--- config.mk ---
export PLATFORM = sky130hd
export DESIGN_NAME = genomic_text_format_sniffer
export DESIGN_NICKNAME = d
export VERILOG_FILES = /design/src/design/gtfs_pkg.sv /design/src/design/gtfs_cell.sv /design/src/design/genomic_text_format_sniffer.sv
export SDC_FILE = /design/constraint.sdc
export NUM_CORES = 1
export LEC_CHECK = 0
export BUFFER_PORTS_ARGS = -buffer_cell sky130_fd_sc_hd__buf_2
export CAP_MARGIN = 20
export CORE_MARGIN = 2
export CORE_UTILIZATION = 50
export CTS_CLUSTER_SIZE = 10
export DETAILED_ROUTE_END_ITERATION = 6
export PLACE_DENSITY = 0.73
export SLEW_MARGIN = 5
export SYNTH_ARGS = -nofsm -noshare
export SYNTH_HDL_FRONTEND = slang
export SYNTH_SLANG_ARGS = --single-unit
--- constraint.sdc ---
create_clock -name clk -period 4.8 [get_ports clk]
set_input_delay 0.96 -clock clk [delete_from_list [all_inputs] [get_ports clk]]
set_output_delay 0.96 -clock clk [all_outputs]
set_load 0.005 [all_outputs]
--- src/design/gtfs_pkg.sv ---
// ----------------------------------------------------------------------------
// gtfs_pkg
// Types, character constants and match functions for the format sniffer.
// ----------------------------------------------------------------------------
package gtfs_pkg;

    typedef enum logic [2:0] {
        FT_UNKNOWN = 3'd0,
        FT_GFF     = 3'd1,
        FT_GTF     = 3'd2,
        FT_SAM     = 3'd3,
        FT_FASTQ   = 3'd4
    } file_type_t;

    typedef struct packed {
        logic gene;
        logic transcript;
        logic id;
        logic parent;
    } kw_bits_t;

    localparam int unsigned KW_CELLS       = 13;
    localparam int unsigned PREFIX_LEN     = 13;
    localparam int unsigned VERSION_IDX    = 14;
    localparam int unsigned SAM_TAG_IDX    = 2;
    localparam int unsigned KEYWORD_WINDOW = 200;
    localparam logic [2:0]  TAB_SAT        = 3'd7;
    localparam logic [2:0]  MIN_TABS_RST   = 3'd7;
    localparam logic [1:0]  ADDR_MIN_TABS  = 2'd0;

    localparam logic [7:0] CH_LF   = 8'h0A;
    localparam logic [7:0] CH_TAB  = 8'h09;
    localparam logic [7:0] CH_HASH = 8'h23;
    localparam logic [7:0] CH_AT   = 8'h40;
    localparam logic [7:0] CH_TWO  = 8'h32;

    localparam logic [103:0] STR_PREFIX     = "##gff-version";
    localparam logic [103:0] STR_GENE       = "gene_id";
    localparam logic [103:0] STR_TRANSCRIPT = {"transcript", "_id"};
    localparam logic [103:0] STR_ID         = "ID=";
    localparam logic [103:0] STR_PARENT     = "Parent=";

    function automatic logic [7:0] char_at(logic [103:0] str, int unsigned len,
                                           int unsigned k);
        logic [7:0] c;
        c = 8'h00;
        if (k < len)
        begin
            c = str[8*(len-1-k) +: 8];
        end
        return c;
    endfunction

    function automatic logic [7:0] prefix_char(logic [3:0] idx);
        return char_at(STR_PREFIX, PREFIX_LEN, int'(idx));
    endfunction

    function automatic kw_bits_t kw_match(int unsigned k, logic [7:0] b);
        kw_bits_t m;
        m.gene       = (k < 7)  && (b == char_at(STR_GENE, 7, k));
        m.transcript = (k < 13) && (b == char_at(STR_TRANSCRIPT, 13, k));
        m.id         = (k < 3)  && (b == char_at(STR_ID, 3, k));
        m.parent     = (k < 7)  && (b == char_at(STR_PARENT, 7, k));
        return m;
    endfunction

    function automatic logic is_seq_base(logic [7:0] b);
        return (b == "A") || (b == "C") || (b == "G") || (b == "T") || (b == "N");
    endfunction

    function automatic logic is_sam_tag(logic [7:0] a, logic [7:0] b);
        return (a == "H" && b == "D") || (a == "S" && b == "Q") ||
               (a == "R" && b == "G") || (a == "P" && b == "G") ||
               (a == "C" && b == "O");
    endfunction

endpackage

--- src/design/gtfs_cell.sv ---
// ----------------------------------------------------------------------------
// gtfs_cell
// One position of the keyword matcher: holds the partial-match bits of all
// keywords up to this character and hands them to the next cell.
// ----------------------------------------------------------------------------
module gtfs_cell #(
    parameter int unsigned POS = 0
) (
    input  logic               clk,
    input  logic               rst_n,
    input  logic               shift,
    input  logic               clear,
    input  logic [7:0]         data,
    input  gtfs_pkg::kw_bits_t prev,
    output gtfs_pkg::kw_bits_t hit,
    output gtfs_pkg::kw_bits_t match_bits
);
    import gtfs_pkg::*;

    kw_bits_t match_reg;
    kw_bits_t match_next;

    assign hit        = prev & kw_match(POS, data);
    assign match_bits = match_reg;

    always_comb
    begin
        match_next = match_reg;
        if (clear)
        begin
            match_next = '0;
        end
        else if (shift)
        begin
            match_next = hit;
        end
    end

    always_ff @(posedge clk or negedge rst_n)
    begin
        if (!rst_n)
        begin
            match_reg <= '0;
        end
        else
        begin
            match_reg <= match_next;
        end
    end

endmodule

--- src/design/genomic_text_format_sniffer.sv ---
// ----------------------------------------------------------------------------
// genomic_text_format_sniffer
// Classifies a text file as GFF, GTF, SAM, FASTQ or unknown from its header bytes.
// ----------------------------------------------------------------------------
// Input stream: one header byte per transfer on s_tdata, s_tlast on the final
// byte of a file. Output stream: one file type code per file on m_tdata.
// APB register 0 (address 0): min_tabs, reset 7.
// A byte is taken in every cycle with s_tvalid while s_tready is high.
// Keyword search runs through a row of 13 cells, one per keyword character,
// so the match for each byte settles in the cycle it is taken.
// On the last byte transfer the file type is registered into a free buffer entry.
// A two-entry result buffer holds results while m_tready is low; s_tready
// drops only when both entries are full.
// Bytes past MAX_BYTES are dropped, but s_tlast still ends the file.
// Reset clears all file state and sets min_tabs to 7; after each result the
// file state clears and the next byte starts a new file.
// ----------------------------------------------------------------------------
module genomic_text_format_sniffer #(
    parameter int unsigned MAX_BYTES = 256
) (
    input  logic        clk,
    input  logic        rst_n,
    input  logic        s_tvalid,
    output logic        s_tready,
    input  logic [7:0]  s_tdata,   // [7:0] byte_in
    input  logic        s_tlast,
    output logic        m_tvalid,
    input  logic        m_tready,
    output logic [7:0]  m_tdata,   // [2:0] file_type, [7:3] zero
    input  logic        psel,
    input  logic        penable,
    input  logic        pwrite,
    input  logic [1:0]  paddr,
    input  logic [31:0] pwdata,
    output logic [31:0] prdata,
    output logic        pready
);
    import gtfs_pkg::*;

    localparam int unsigned CNT_W = $clog2(MAX_BYTES + 1);

    logic [2:0]       min_tabs_reg;
    logic [CNT_W-1:0] count_reg, count_next;
    logic [7:0]       first_reg, first_next;
    logic [7:0]       version_reg, version_next;
    logic [7:0]       prev_reg, prev_next;
    logic             prefix_ok_reg, prefix_ok_next;
    logic [2:0]       tabs_reg, tabs_next;
    logic             line_done_reg, line_done_next;
    logic             nl_pending_reg, nl_pending_next;
    logic             fastq_reg, fastq_next;
    logic             sam_reg, sam_next;
    logic             gtf_seen_reg, gtf_seen_next;
    logic             gff_seen_reg, gff_seen_next;

    logic             out_valid_reg, out_valid_next;
    logic             skid_valid_reg, skid_valid_next;
    file_type_t       out_type_reg, out_type_next;
    file_type_t       skid_type_reg, skid_type_next;

    logic             in_xfer;
    logic             take;
    logic             file_end;
    logic             pop;
    logic             in_window;
    file_type_t       result;
    kw_bits_t         cell_prev [KW_CELLS];
    kw_bits_t         cell_hit  [KW_CELLS];
    kw_bits_t         cell_bits [KW_CELLS];

    assign pready   = 1'b1;
    assign prdata   = (paddr == ADDR_MIN_TABS) ? {29'b0, min_tabs_reg} : 32'b0;
    assign s_tready = !skid_valid_reg;
    assign m_tvalid = out_valid_reg;
    assign m_tdata  = {5'b0, out_type_reg};

    assign in_xfer   = s_tvalid && s_tready;
    assign take      = in_xfer && (count_reg < CNT_W'(MAX_BYTES));
    assign file_end  = in_xfer && s_tlast;
    assign pop       = m_tvalid && m_tready;
    assign in_window = 32'(count_reg) < KEYWORD_WINDOW;

    genvar g;
    generate
        for (g = 0; g < KW_CELLS; g++)
        begin : g_cell
            if (g == 0)
            begin : g_head
                assign cell_prev[g] = '1;
            end
            else
            begin : g_body
                assign cell_prev[g] = cell_bits[g-1];
            end
            gtfs_cell #(.POS(g)) u_cell (
                .clk        (clk),
                .rst_n      (rst_n),
                .shift      (take),
                .clear      (file_end),
                .data       (s_tdata),
                .prev       (cell_prev[g]),
                .hit        (cell_hit[g]),
                .match_bits (cell_bits[g])
            );
        end
    endgenerate

    always_comb
    begin
        count_next      = count_reg;
        first_next      = first_reg;
        version_next    = version_reg;
        prev_next       = prev_reg;
        prefix_ok_next  = prefix_ok_reg;
        tabs_next       = tabs_reg;
        line_done_next  = line_done_reg;
        nl_pending_next = nl_pending_reg;
        fastq_next      = fastq_reg;
        sam_next        = sam_reg;
        gtf_seen_next   = gtf_seen_reg;
        gff_seen_next   = gff_seen_reg;
        if (take)
        begin
            count_next = count_reg + CNT_W'(1);
            prev_next  = s_tdata;
            if (count_reg == '0)
            begin
                first_next = s_tdata;
            end
            if ((count_reg < CNT_W'(PREFIX_LEN)) &&
                (s_tdata != prefix_char(count_reg[3:0])))
            begin
                prefix_ok_next = 1'b0;
            end
            if (count_reg == CNT_W'(VERSION_IDX))
            begin
                version_next = s_tdata;
            end
            if (count_reg == CNT_W'(SAM_TAG_IDX))
            begin
                sam_next = is_sam_tag(prev_reg, s_tdata);
            end
            if (nl_pending_reg)
            begin
                fastq_next      = is_seq_base(s_tdata);
                nl_pending_next = 1'b0;
            end
            if (!line_done_reg)
            begin
                if (s_tdata == CH_LF)
                begin
                    line_done_next = 1'b1;
                    if (count_reg != '0)
                    begin
                        nl_pending_next = 1'b1;
                    end
                end
                else if ((s_tdata == CH_TAB) && (tabs_reg < TAB_SAT))
                begin
                    tabs_next = tabs_reg + 3'd1;
                end
            end
            if (in_window)
            begin
                if (cell_hit[6].gene || cell_hit[12].transcript)
                begin
                    gtf_seen_next = 1'b1;
                end
                if (cell_hit[2].id || cell_hit[6].parent)
                begin
                    gff_seen_next = 1'b1;
                end
            end
        end
    end

    always_comb
    begin
        result = FT_UNKNOWN;
        if (32'(count_next) < 32'd4)
        begin
            result = FT_UNKNOWN;
        end
        else if ((32'(count_next) >= 32'd14) && prefix_ok_next)
        begin
            if ((32'(count_next) >= 32'd16) && (version_next == CH_TWO))
            begin
                result = FT_GTF;
            end
            else
            begin
                result = FT_GFF;
            end
        end
        else if ((first_next != CH_HASH) && (first_next != CH_AT) &&
                 (tabs_next >= min_tabs_reg) && (gtf_seen_next || gff_seen_next))
        begin
            result = gtf_seen_next ? FT_GTF : FT_GFF;
        end
        else if ((first_next == CH_AT) && sam_next)
        begin
            result = FT_SAM;
        end
        else if ((first_next == CH_AT) && fastq_next)
        begin
            result = FT_FASTQ;
        end
    end

    always_comb
    begin
        out_valid_next  = out_valid_reg;
        out_type_next   = out_type_reg;
        skid_valid_next = skid_valid_reg;
        skid_type_next  = skid_type_reg;
        if (pop)
        begin
            if (skid_valid_reg)
            begin
                out_type_next   = skid_type_reg;
                skid_valid_next = 1'b0;
            end
            else
            begin
                out_valid_next = file_end;
                out_type_next  = result;
            end
        end
        else if (file_end)
        begin
            if (!out_valid_reg)
            begin
                out_valid_next = 1'b1;
                out_type_next  = result;
            end
            else
            begin
                skid_valid_next = 1'b1;
                skid_type_next  = result;
            end
        end
    end

    always_ff @(posedge clk or negedge rst_n)
    begin
        if (!rst_n)
        begin
            min_tabs_reg <= MIN_TABS_RST;
        end
        else if (psel && penable && pwrite && pready && (paddr == ADDR_MIN_TABS))
        begin
            min_tabs_reg <= pwdata[2:0];
        end
    end

    always_ff @(posedge clk or negedge rst_n)
    begin
        if (!rst_n)
        begin
            count_reg      <= '0;
            first_reg      <= '0;
            version_reg    <= '0;
            prev_reg       <= '0;
            prefix_ok_reg  <= 1'b1;
            tabs_reg       <= '0;
            line_done_reg  <= 1'b0;
            nl_pending_reg <= 1'b0;
            fastq_reg      <= 1'b0;
            sam_reg        <= 1'b0;
            gtf_seen_reg   <= 1'b0;
            gff_seen_reg   <= 1'b0;
            out_valid_reg  <= 1'b0;
            skid_valid_reg <= 1'b0;
        end
        else
        begin
            out_valid_reg  <= out_valid_next;
            skid_valid_reg <= skid_valid_next;
            if (file_end)
            begin
                count_reg      <= '0;
                first_reg      <= '0;
                version_reg    <= '0;
                prev_reg       <= '0;
                prefix_ok_reg  <= 1'b1;
                tabs_reg       <= '0;
                line_done_reg  <= 1'b0;
                nl_pending_reg <= 1'b0;
                fastq_reg      <= 1'b0;
                sam_reg        <= 1'b0;
                gtf_seen_reg   <= 1'b0;
                gff_seen_reg   <= 1'b0;
            end
            else
            begin
                count_reg      <= count_next;
                first_reg      <= first_next;
                version_reg    <= version_next;
                prev_reg       <= prev_next;
                prefix_ok_reg  <= prefix_ok_next;
                tabs_reg       <= tabs_next;
                line_done_reg  <= line_done_next;
                nl_pending_reg <= nl_pending_next;
                fastq_reg      <= fastq_next;
                sam_reg        <= sam_next;
                gtf_seen_reg   <= gtf_seen_next;
                gff_seen_reg   <= gff_seen_next;
            end
        end
    end

    always_ff @(posedge clk)
    begin
        out_type_reg  <= out_type_next;
        skid_type_reg <= skid_type_next;
    end

endmodule

==> metrics.txt, run 1 <==
status=finished clean; max cap viols=0; Finished Cell Area=0.005206 mm²; worst vdd ir=199.5 µV; Hold Crit Class=register to register; IO Port Bufs=28; Crit. End Element=register; Mapped Cells=528; Final setup viols=0; CP cell instances=inv_1 > ha_1 > or3b_1 > a211oi_1 > o211ai_1 > a2111oi_4 > o21ai_2 > o22a_1 > a221oi_2 > mux2_1; chip height=104.0 µm; CP top delay family=compound AO/OA/AOI/OAI gates; cts repair resizes=0; maximum root-to-sink buffer count=2; TritonCTS clock tree=built; Fillers=906; Post-route DRC=0; synthesized area per cell=9.462 µm²; Clk Latency, worst-skew pair=0.36 ns; WL/cell=17.31 µm; EDFF count, synth=6; number of flip-flops under the largest register name=26; Slew Limit Fails=0; CTS Root Cell=clkbuf_8; Tot GR Track Use=0.2198; RSZ-0062 raised after global routing=no; total negative slack=0 ns; Reg area=0.002037 mm²; total setup buffers inserted after CTS=0; sequential area share after synthesis=0.4077; final clock skew=0.01146 ns; I/O pin total=93; chip width=104.0 µm; Slew headroom=0.3854; critical path arrival=4.32 ns; vias=3951; DP HPWL=8.084 mm; Final period util=0.8533; grt total ovfl=0; YS warnings=0; first-pass GRT wire length=19.07 mm; Synth cell types=71; RePlAce Congestion=0.8846; Worst setup SP type=register; number of CTS-inserted buffers=9; worst-path fanout max=21; total wire length=11.56 mm; final hold vios=0; fmax=244.1 MHz; Inserted Diodes=0; nets=588; Final ANT Viol Nets=0; area grow syn2layout=4.207%; max incr delay on CP=0.76 ns; core area=0.009729 mm²; H-tree depth=3; footprint of the multi-input gates=0.002609 mm²; largest net degree at the start of global routing=75; pwr dens=421.8 mW/mm²; initial antenna violation count=0; vias in the first global route=3887; Cell Rows=36; Mapped Area=0.004996 mm²; via/cell ratio=5.915; Post-synth top flop=dfrtp_1; leakage power=2.309 nW; min cycle time layout=4.096 ns; Req. time, crit path=5.03 ns; pin slew with the least headroom to its limit=0.9219 ns; FF+latch count, synth=80; layout cell share with drive strength beyond 1=0.1402; DRT iter0 DRCs=361; Cell Area, Placed=0.005034 mm²; router iterations before antenna repair=4; slowest library cell on the worst path=dfrtp_1; buffer and inverter count on the worst path=1; Clk pin slew, worst setup/hold paths=0.08 ns; die area=0.01081 mm²; asr flop ratio synth=0.9250; hold_buf cts=0; kind of critical path=register to register; Starting Density=0.5135; total power=2.196 mW; CTS sink count=80
==> layer usage <==
layer	vias to the layer above	wire length (µm)	track usage
li1	1841	-	-
met1	1941	5168	0.2944
met3	29	589	0.03133
met4	0	354	0.1226
met5	-	0	0
met2	140	5449	0.3435
==> final cells by class <==
class                      instances  area share
clock inverter                     3    0.003365
clock buffer                      12     0.02980
sequential                        80      0.3913
inverter                          11    0.007931
tap                              133     0.03196
multi-input combinational        397      0.5011
timing repair buffer              32     0.03461
==> cells in the mapped netlist (3+ instances only) <==
| cell type | instances | area, µm² |
|---|---|---|
| buf_4 | 39 | 292.8 |
| nand2b_1 | 17 | 106.4 |
| xnor2_1 | 12 | 105.1 |
| ha_1 | 7 | 87.58 |
| nor4b_1 | 4 | 35.03 |
| o21ai_0 | 5 | 25.02 |
| nand2_1 | 40 | 150.1 |
| and2_1 | 10 | 62.56 |
| nor3b_1 | 6 | 45.04 |
| nor2b_1 | 7 | 43.79 |
| and3_1 | 5 | 31.28 |
| mux2i_1 | 24 | 240.2 |
| nor4b_2 | 3 | 45.04 |
| a32o_1 | 3 | 30.03 |
| o31ai_1 | 5 | 37.54 |
| or2_2 | 6 | 37.54 |
| nor2_1 | 48 | 180.2 |
| inv_1 | 10 | 37.54 |
| dfstp_2 | 4 | 105.1 |
| nand3_1 | 10 | 50.05 |
| buf_2 | 10 | 50.05 |
| nand4b_1 | 3 | 26.28 |
| dfrtp_1 | 70 | 1752 |
| mux2_2 | 6 | 67.56 |
| edfxtp_1 | 6 | 180.2 |
| nand3b_1 | 3 | 22.52 |
| o21a_1 | 4 | 30.03 |
| nand4_1 | 11 | 68.82 |
| nor4_1 | 9 | 56.30 |
| nor3_1 | 16 | 80.08 |
| a21oi_1 | 14 | 70.07 |
| a211o_1 | 3 | 26.28 |
| clkbuf_1 | 22 | 82.58 |
| a22oi_1 | 4 | 30.03 |
| a21o_1 | 3 | 22.52 |
| a31oi_1 | 3 | 18.77 |
| o211ai_1 | 4 | 30.03 |
| a22o_1 | 25 | 219.0 |
==> path summary, 6_finish.rpt <==
check / startpoint / end / slack (ns) / cells after the start
worst max-delay path: count_reg[0] / out_type_reg[1] / 0.70 / 10
worst max register to register: count_reg[0] / out_type_reg[1] / 0.70 / 10
max in group asynchronous: rst_n / count_reg[6] / 3.46 / 1
min in group asynchronous: rst_n / g_cell[11].u_cell.match_bits[2] / 0.74 / 1
worst min register to register: gff_seen_reg / gff_seen_reg / 0.49 / 2
worst min-delay path: gff_seen_reg / gff_seen_reg / 0.49 / 2
==> placed cells by master, fill, tap and decap left out, types with 7 or more instances in the layout <==
| cell | netlist | layout |
|---|---|---|
| inv_1 | 10 | 10 |
| a21oi_1 | 14 | 14 |
| a22o_1 | 25 | 25 |
| nand2b_1 | 17 | 17 |
| buf_2 | 10 | 27 |
| nand2_1 | 40 | 40 |
| nor4_1 | 9 | 9 |
| and2_1 | 10 | 10 |
| ha_1 | 7 | 7 |
| nor3_1 | 16 | 16 |
| clkbuf_8 | 0 | 11 |
| nor2_1 | 48 | 47 |
| nand4_1 | 11 | 11 |
| mux2i_1 | 24 | 24 |
| dfrtp_1 | 70 | 70 |
| nand3_1 | 10 | 10 |
| xnor2_1 | 12 | 12 |
| nor2b_1 | 7 | 7 |
| conb_1 | 2 | 35 |
==> kinds of logic (layout without fill, tap and decap cells) <==
logic type                 Yosys count  count (layout)  synth area share
and+or+nand+nor                    208             208            0.2254
AOI/OAI and AO/OA                  103             103            0.1648
buffers and inverters               84              58           0.09642
DFF                                 80              80            0.4077
muxes                               31              31           0.06386
xor gates and xnor gates            13              13           0.02279
adders and majority gates            7               7           0.01753
other                                2              35          0.001503
==> stage by stage <==
stage                     cells  hold slack, ns  setup WS [ns]  utilization
after floorplan             561          0.4452          1.347            -
after global placement      652          0.4590         0.9213       0.5158
after detailed placement    653          0.4694         0.7338       0.5174
after CTS                   668          0.4907         0.7280       0.5351
after global routing        668          0.5008         0.4683       0.5351
final                       668          0.4924         0.7040       0.5351
==> power breakdown <==
| part | internal, mW | switching [mW] |
|---|---|---|
| clock | 0.212 | 0.235 |
| sequential | 0.764 | 0.122 |
| combinational | 0.349 | 0.514 |
==> worst reg2reg max path, cell delays in order, from the launching register on <==
cell       delay [ns]
dfrtp_1          0.76
inv_1            0.32
ha_1             0.75
or3b_1           0.46
a211oi_1         0.24
o211ai_1         0.19
a2111oi_4        0.40
o21ai_2          0.11
o22a_1           0.22
a221oi_2         0.33
mux2_1           0.19
(Power assumes the default switching activity.)
==> inputs of run 2 (changes only) <==
--- a/config.mk
+++ b/config.mk
@@ -11,6 +11,7 @@
 export CORE_UTILIZATION = 50
 export CTS_CLUSTER_SIZE = 10
 export DETAILED_ROUTE_END_ITERATION = 6
+export MAX_ROUTING_LAYER = met4
 export PLACE_DENSITY = 0.73
 export SLEW_MARGIN = 5
 export SYNTH_ARGS = -nofsm -noshare
==> metrics.txt, run 2 (same netlist as run 1, synthesis figures left out) <==
status=finished clean; max cap viols=0 (unchanged); kind of critical path=register to register; reg-to-reg slack, setup=0.69 ns (about the same); largest net degree at the start of global routing=75 (unchanged); number of flip-flops under the largest register name=26 (unchanged); setup ws final=0.6942 ns (-0.009782 ns); Starting Density=0.5135 (unchanged); chip height=104.0 µm (unchanged); Crit. End Element=register; RSZ-0062 raised after global routing=no; fmax=243.6 MHz (-0.24%); DRT iter0 DRCs=319 (-12%); die area=0.01081 mm² (unchanged); total wire length=11.64 mm (+0.70%); maximum root-to-sink buffer count=2 (unchanged); vias in the first global route=3892 (+0.13%); reg2reg start=count_reg[0]; RePlAce Congestion=0.8993 (+1.7%); DP HPWL=8.084 mm (unchanged); Final setup viols=0 (unchanged); I/O pin total=93 (unchanged); layout cell share with drive strength beyond 1=0.1402 (unchanged); worst vdd ir=199.2 µV (-0.12%); Inserted Diodes=0 (unchanged); most frequent cells in the layout=70 x dfrtp_1, 47 x nor2_1, 40 x nand2_1; Post-route DRC=0 (unchanged); chip width=104.0 µm (unchanged); footprint of the multi-input gates=0.002609 mm² (unchanged); Tot GR Track Use=0.2266 (+0.006795); crit path launch=count_reg[0]; leakage power=2.309 nW (unchanged); commonest non-fill, non-tap cell in the layout=dfrtp_1; via/cell ratio=5.927 (+0.20%); Cell Rows=36 (unchanged); grt total ovfl=0 (unchanged); number of CTS-inserted buffers=9 (unchanged); Clk Latency, worst-skew pair=0.36 ns (about the same); total setup buffers inserted after CTS=0 (unchanged); Slew headroom=0.3863 (+0.0008940); pin slew with the least headroom to its limit=0.9206 ns (-0.001342 ns); pwr dens=421.9 mW/mm² (about the same); final clock skew=0.01136 ns (-0.0001014 ns); Fillers=906 (unchanged); Worst setup SP type=register; Req. time, crit path=4.91 ns (-0.12 ns); Final ANT Viol Nets=0 (unchanged); reg2reg end=out_type_reg[0]; Clk pin slew, worst setup/hold paths=0.08 ns (about the same); router iterations before antenna repair=4 (unchanged); critical path arrival=4.22 ns (-0.10 ns); final cell count without fillers=668 (unchanged); total negative slack=0 ns (unchanged); CTS Root Cell=clkbuf_8; hold_buf cts=0 (unchanged); nets=588 (unchanged); Hold Crit Class=register to register; core area=0.009729 mm² (unchanged); Reg area=0.002037 mm² (unchanged); final hold vios=0 (unchanged); area grow syn2layout=4.207% (unchanged); Slew Limit Fails=0 (unchanged); vias=3959 (+0.20%); end of the critical path=out_type_reg[0]; H-tree depth=3 (unchanged); Final period util=0.8554 (+0.002038); initial antenna violation count=0 (unchanged); cts repair resizes=0 (unchanged); IO Port Bufs=28 (unchanged); min cycle time layout=4.106 ns (+0.009782 ns); CTS sink count=80 (unchanged); TritonCTS clock tree=built; WL/cell=17.43 µm (+0.70%); final core utilization=0.5351 (unchanged); worst-path fanout max=21 (unchanged); first-pass GRT wire length=19.09 mm (+0.11%); Place WS=0.7338 ns (unchanged); placed insts=653 (unchanged); Worst Reg-to-Reg Cells=10 (unchanged)
-- run 2: cell counts in the layout (fill, tap and decap cells not counted) --
Identical to the previous run, type by type.
-- run 2: how the worst min path moves through the flow --
stage                                              start                              to  slack [ns]  cells past startpoint
after floorplan                             gff_seen_reg                    gff_seen_reg        0.45                      2
after global placement    g_cell[0].u_cell.match_bits[2]  g_cell[0].u_cell.match_bits[2]        0.46                      1
after CTS                                   gff_seen_reg                    gff_seen_reg        0.49                      2
final                     g_cell[0].u_cell.match_bits[2]  g_cell[0].u_cell.match_bits[2]        0.49                      1
after global routing                        gff_seen_reg                    gff_seen_reg        0.50                      2
after detailed placement                    gff_seen_reg                    gff_seen_reg        0.47                      2
-- run 2: layout make-up --
class / count / area share
sequential: 80 / 0.3913
clock buffer: 12 / 0.02980
timing repair buffer: 32 / 0.03461
inverter: 11 / 0.007931
clock inverter: 3 / 0.003365
tap: 133 / 0.03196
multi-input combinational: 397 / 0.5011
-- run 2: critical path, stage by stage, from the launching register on --
cell       delay [ns]
dfrtp_1          0.76
inv_1            0.32
ha_1             0.75
or3b_1           0.46
a211oi_1         0.24
o211ai_1         0.19
a2111oi_4        0.41
o21ai_2          0.12
o21bai_1         0.21
o2bb2ai_1        0.13
mux2_2           0.28
-- run 2: power by group --
group          total (mW)  internal [mW]  switching, mW
Combinational       0.864          0.349          0.514
Sequential          0.886          0.764          0.122
Clock               0.447          0.212          0.235
-- run 2: metrics by stage --
step	area, µm²	hold slack, ns	power (mW)
final	5206	0.4927	2.197
after global routing	5206	0.5008	2.332
after CTS	5206	0.4907	2.203
after detailed placement	5034	0.4694	1.754
after global placement	5019	0.4590	1.702
after floorplan	5120	0.4452	1.589
-- run 2: layer usage --
| metal | routed length [µm] | GRT usage |
|---|---|---|
| met4 | 355 | 0.1226 |
| met2 | 5394 | 0.3421 |
| met3 | 705 | 0.03258 |
| met1 | 5186 | 0.2960 |
| met5 | 0 | - |
==> inputs of run 3 (changes only) <==
--- a/config.mk
+++ b/config.mk
@@ -5,14 +5,14 @@
 export SDC_FILE = /design/constraint.sdc
 export NUM_CORES = 1
 export LEC_CHECK = 0
-export BUFFER_PORTS_ARGS = -buffer_cell sky130_fd_sc_hd__buf_2
 export CAP_MARGIN = 20
+export CORE_ASPECT_RATIO = 0.7
 export CORE_MARGIN = 2
 export CORE_UTILIZATION = 50
 export CTS_CLUSTER_SIZE = 10
 export DETAILED_ROUTE_END_ITERATION = 6
+export DONT_BUFFER_PORTS = 1
 export MAX_ROUTING_LAYER = met4
-export PLACE_DENSITY = 0.73
 export SLEW_MARGIN = 5
 export SYNTH_ARGS = -nofsm -noshare
 export SYNTH_HDL_FRONTEND = slang
==> metrics.txt, run 3 (same netlist as run 1, synthesis figures left out) <==
hold_buf cts=0 (unchanged); most frequent cells in the layout=70 x dfrtp_1, 47 x nor2_1, 40 x nand2_1; Hold Crit Class=input pin to asynchronous set/reset pin; RSZ-0062 raised after global routing=no; kind of critical path=register to register; max incr delay on CP=0.77 ns (about the same); Cell Rows=30 (-17%); leakage power=2.228 nW (-3.5%); CTS Root Cell=clkbuf_16; Final setup viols=0 (unchanged); die area=0.01082 mm² (+0.12%); Tot GR Track Use=0.2358 (+0.009158); final hold vios=0 (unchanged); total negative slack=0 ns (unchanged); worst vdd ir=281.1 µV (+41%); number of flip-flops under the largest register name=26 (unchanged); number of CTS-inserted buffers=9 (unchanged); vias in the first global route=3529 (-9.3%); fmax=240.7 MHz (-1.2%); buffer and inverter count on the worst path=1 (unchanged); I/O pin total=93 (unchanged); P_int=1.446 mW (+9.1%); Net Sw Frac=0.3775 (-0.01925); P_sw=0.8770 mW (+0.63%); worst-path fanout max=21 (unchanged); Final ANT Viol Nets=0 (unchanged); initial antenna violation count=0 (unchanged); DRT iter0 DRCs=325 (+1.9%); chip width=123.5 µm (+19%); Final period util=0.8655 (+0.01013); cts repair resizes=0 (unchanged); total setup buffers inserted after CTS=0 (unchanged); Slew Limit Fails=0 (unchanged); Reg area=0.002037 mm² (unchanged); min cycle time layout=4.154 ns (+0.04861 ns); RePlAce Congestion=0.8432 (-6.2%); nets=560 (-4.8%); Comb pwr share=0.352 (-0.041); DP HPWL=8.023 mm (-0.75%); area grow syn2layout=2.955%; first-pass GRT wire length=18.89 mm (-1.0%); CP top delay family=compound AO/OA/AOI/OAI gates; Clk pin slew, worst setup/hold paths=0.06 ns (-0.02 ns); Post-route DRC=0 (unchanged); status=finished clean; chip height=87.64 µm (-16%); router iterations before antenna repair=4 (unchanged); total wire length=11.56 mm (-0.69%); vias=3834 (-3.2%); maximum root-to-sink buffer count=2 (unchanged); layout cell share with drive strength beyond 1=0.09252 (-0.04767); slowest library cell on the worst path=dfrtp_1; CP cell instances=inv_1 > ha_1 > or3b_1 > a211oi_1 > o211ai_1 > a2111oi_4 > o21ai_2 > o21bai_1 > o2bb2ai_1 > mux2_2; Starting Density=0.5139 (about the same); Inserted Diodes=0 (unchanged); Fillers=900 (-0.66%); CTS sink count=80 (unchanged); Req. time, crit path=4.90 ns (about the same); core area=0.009722 mm² (about the same); Slew headroom=0.4073 (+0.02103); critical path arrival=4.25 ns (+0.03 ns); reg-to-reg slack, setup=0.65 ns (-0.05 ns); final cell count without fillers=636 (-4.8%); placed insts=620 (-5.1%); largest net degree at the start of global routing=75 (unchanged); Clk Latency, worst-skew pair=0.34 ns (-0.02 ns); final clock skew=0.008226 ns (-0.003136 ns); IO Port Bufs=0 (-100%); H-tree depth=3 (unchanged); grt total ovfl=0 (unchanged); pwr dens=451.7 mW/mm² (+7.0%); Worst setup SP type=register; commonest non-fill, non-tap cell in the layout=dfrtp_1; clock share of power=0.267 (+0.064); WL/cell=18.18 µm (+4.3%); TritonCTS clock tree=built; max cap viols=0 (unchanged); footprint of the multi-input gates=0.002609 mm² (unchanged); pin slew with the least headroom to its limit=0.8891 ns (-0.03154 ns); via/cell ratio=6.028 (+1.7%); sequential fraction of design power=0.382 (-0.021); Crit. End Element=register
run 3: cell types whose count changed in the layout (fill, tap and decap cells not counted), sizes merged:
cell and delta:
clkbuf -1, buf -28, clkinvlp +1, clkinv +1
run 3: worst paths after layout:
| path | start | to | cells after the start |
|---|---|---|---|
| worst min register to register | g_cell[4].u_cell.match_bits[2] | g_cell[4].u_cell.match_bits[2] | 2 |
| min in group clk | g_cell[4].u_cell.match_bits[2] | g_cell[4].u_cell.match_bits[2] | 2 |
| worst min-delay path | rst_n | count_reg[3] | 0 |
| worst max register to register | count_reg[0] | out_type_reg[0] | 10 |
| worst max-delay path | count_reg[0] | out_type_reg[0] | 10 |
| max in group asynchronous | rst_n | min_tabs_reg[2] | 0 |
run 3: layout make-up:
type	instances	area share
inverters	11	0.008027
well taps	128	0.03114
flip-flops and latches	80	0.3960
repair buffers	4	0.005838
clock inverters	5	0.006568
multi-input cells	397	0.5072
clock buffers	11	0.04524
run 3: per-stage QoR:
step                area, µm²  setup WS, ns  utilization  power (mW)  hold WS, ns
detailed placement       4877        0.7666       0.5017       1.702       0.4689
floorplan                5120         1.347            -       1.589       0.4452
finish                   5144        0.6456       0.5291       2.323       0.3032
CTS                      5144        0.7381       0.5291       2.327       0.2956
global placement         4877        0.8480       0.5017       1.680       0.4653
global route             5144        0.2894       0.5291       2.483       0.2879
run 3: per-layer routing:
| metal | global-route usage | wire (µm) | vias up |
|---|---|---|---|
| met2 | 0.3177 | 4869 | 140 |
| li1 | - | - | 1794 |
| met3 | 0.06315 | 847 | 8 |
| met4 | 0.05888 | 104 | 0 |
| met1 | 0.3479 | 5742 | 1892 |
| met5 | - | 0 | - |
run 3: worst register-to-register path: stages, from the launching register on:
cell	delay, ns
dfrtp_1	0.77
inv_1	0.32
ha_1	0.77
or3b_1	0.45
a211oi_1	0.28
o211ai_1	0.18
a2111oi_4	0.40
o21ai_2	0.12
o21bai_1	0.22
o2bb2ai_1	0.12
mux2_2	0.27
run 3: power by group through the flow:
stage / clock network (mW) / registers (mW) / logic, mW
6_report: 0.620 / 0.886 / 0.817
5_1_grt: 0.665 / 0.903 / 0.915
4_1_cts: 0.633 / 0.884 / 0.810
3_5_place_dp: 0 / 0.896 / 0.806
3_3_place_gp: 0 / 0.892 / 0.788
2_1_floorplan: 0 / 0.823 / 0.766
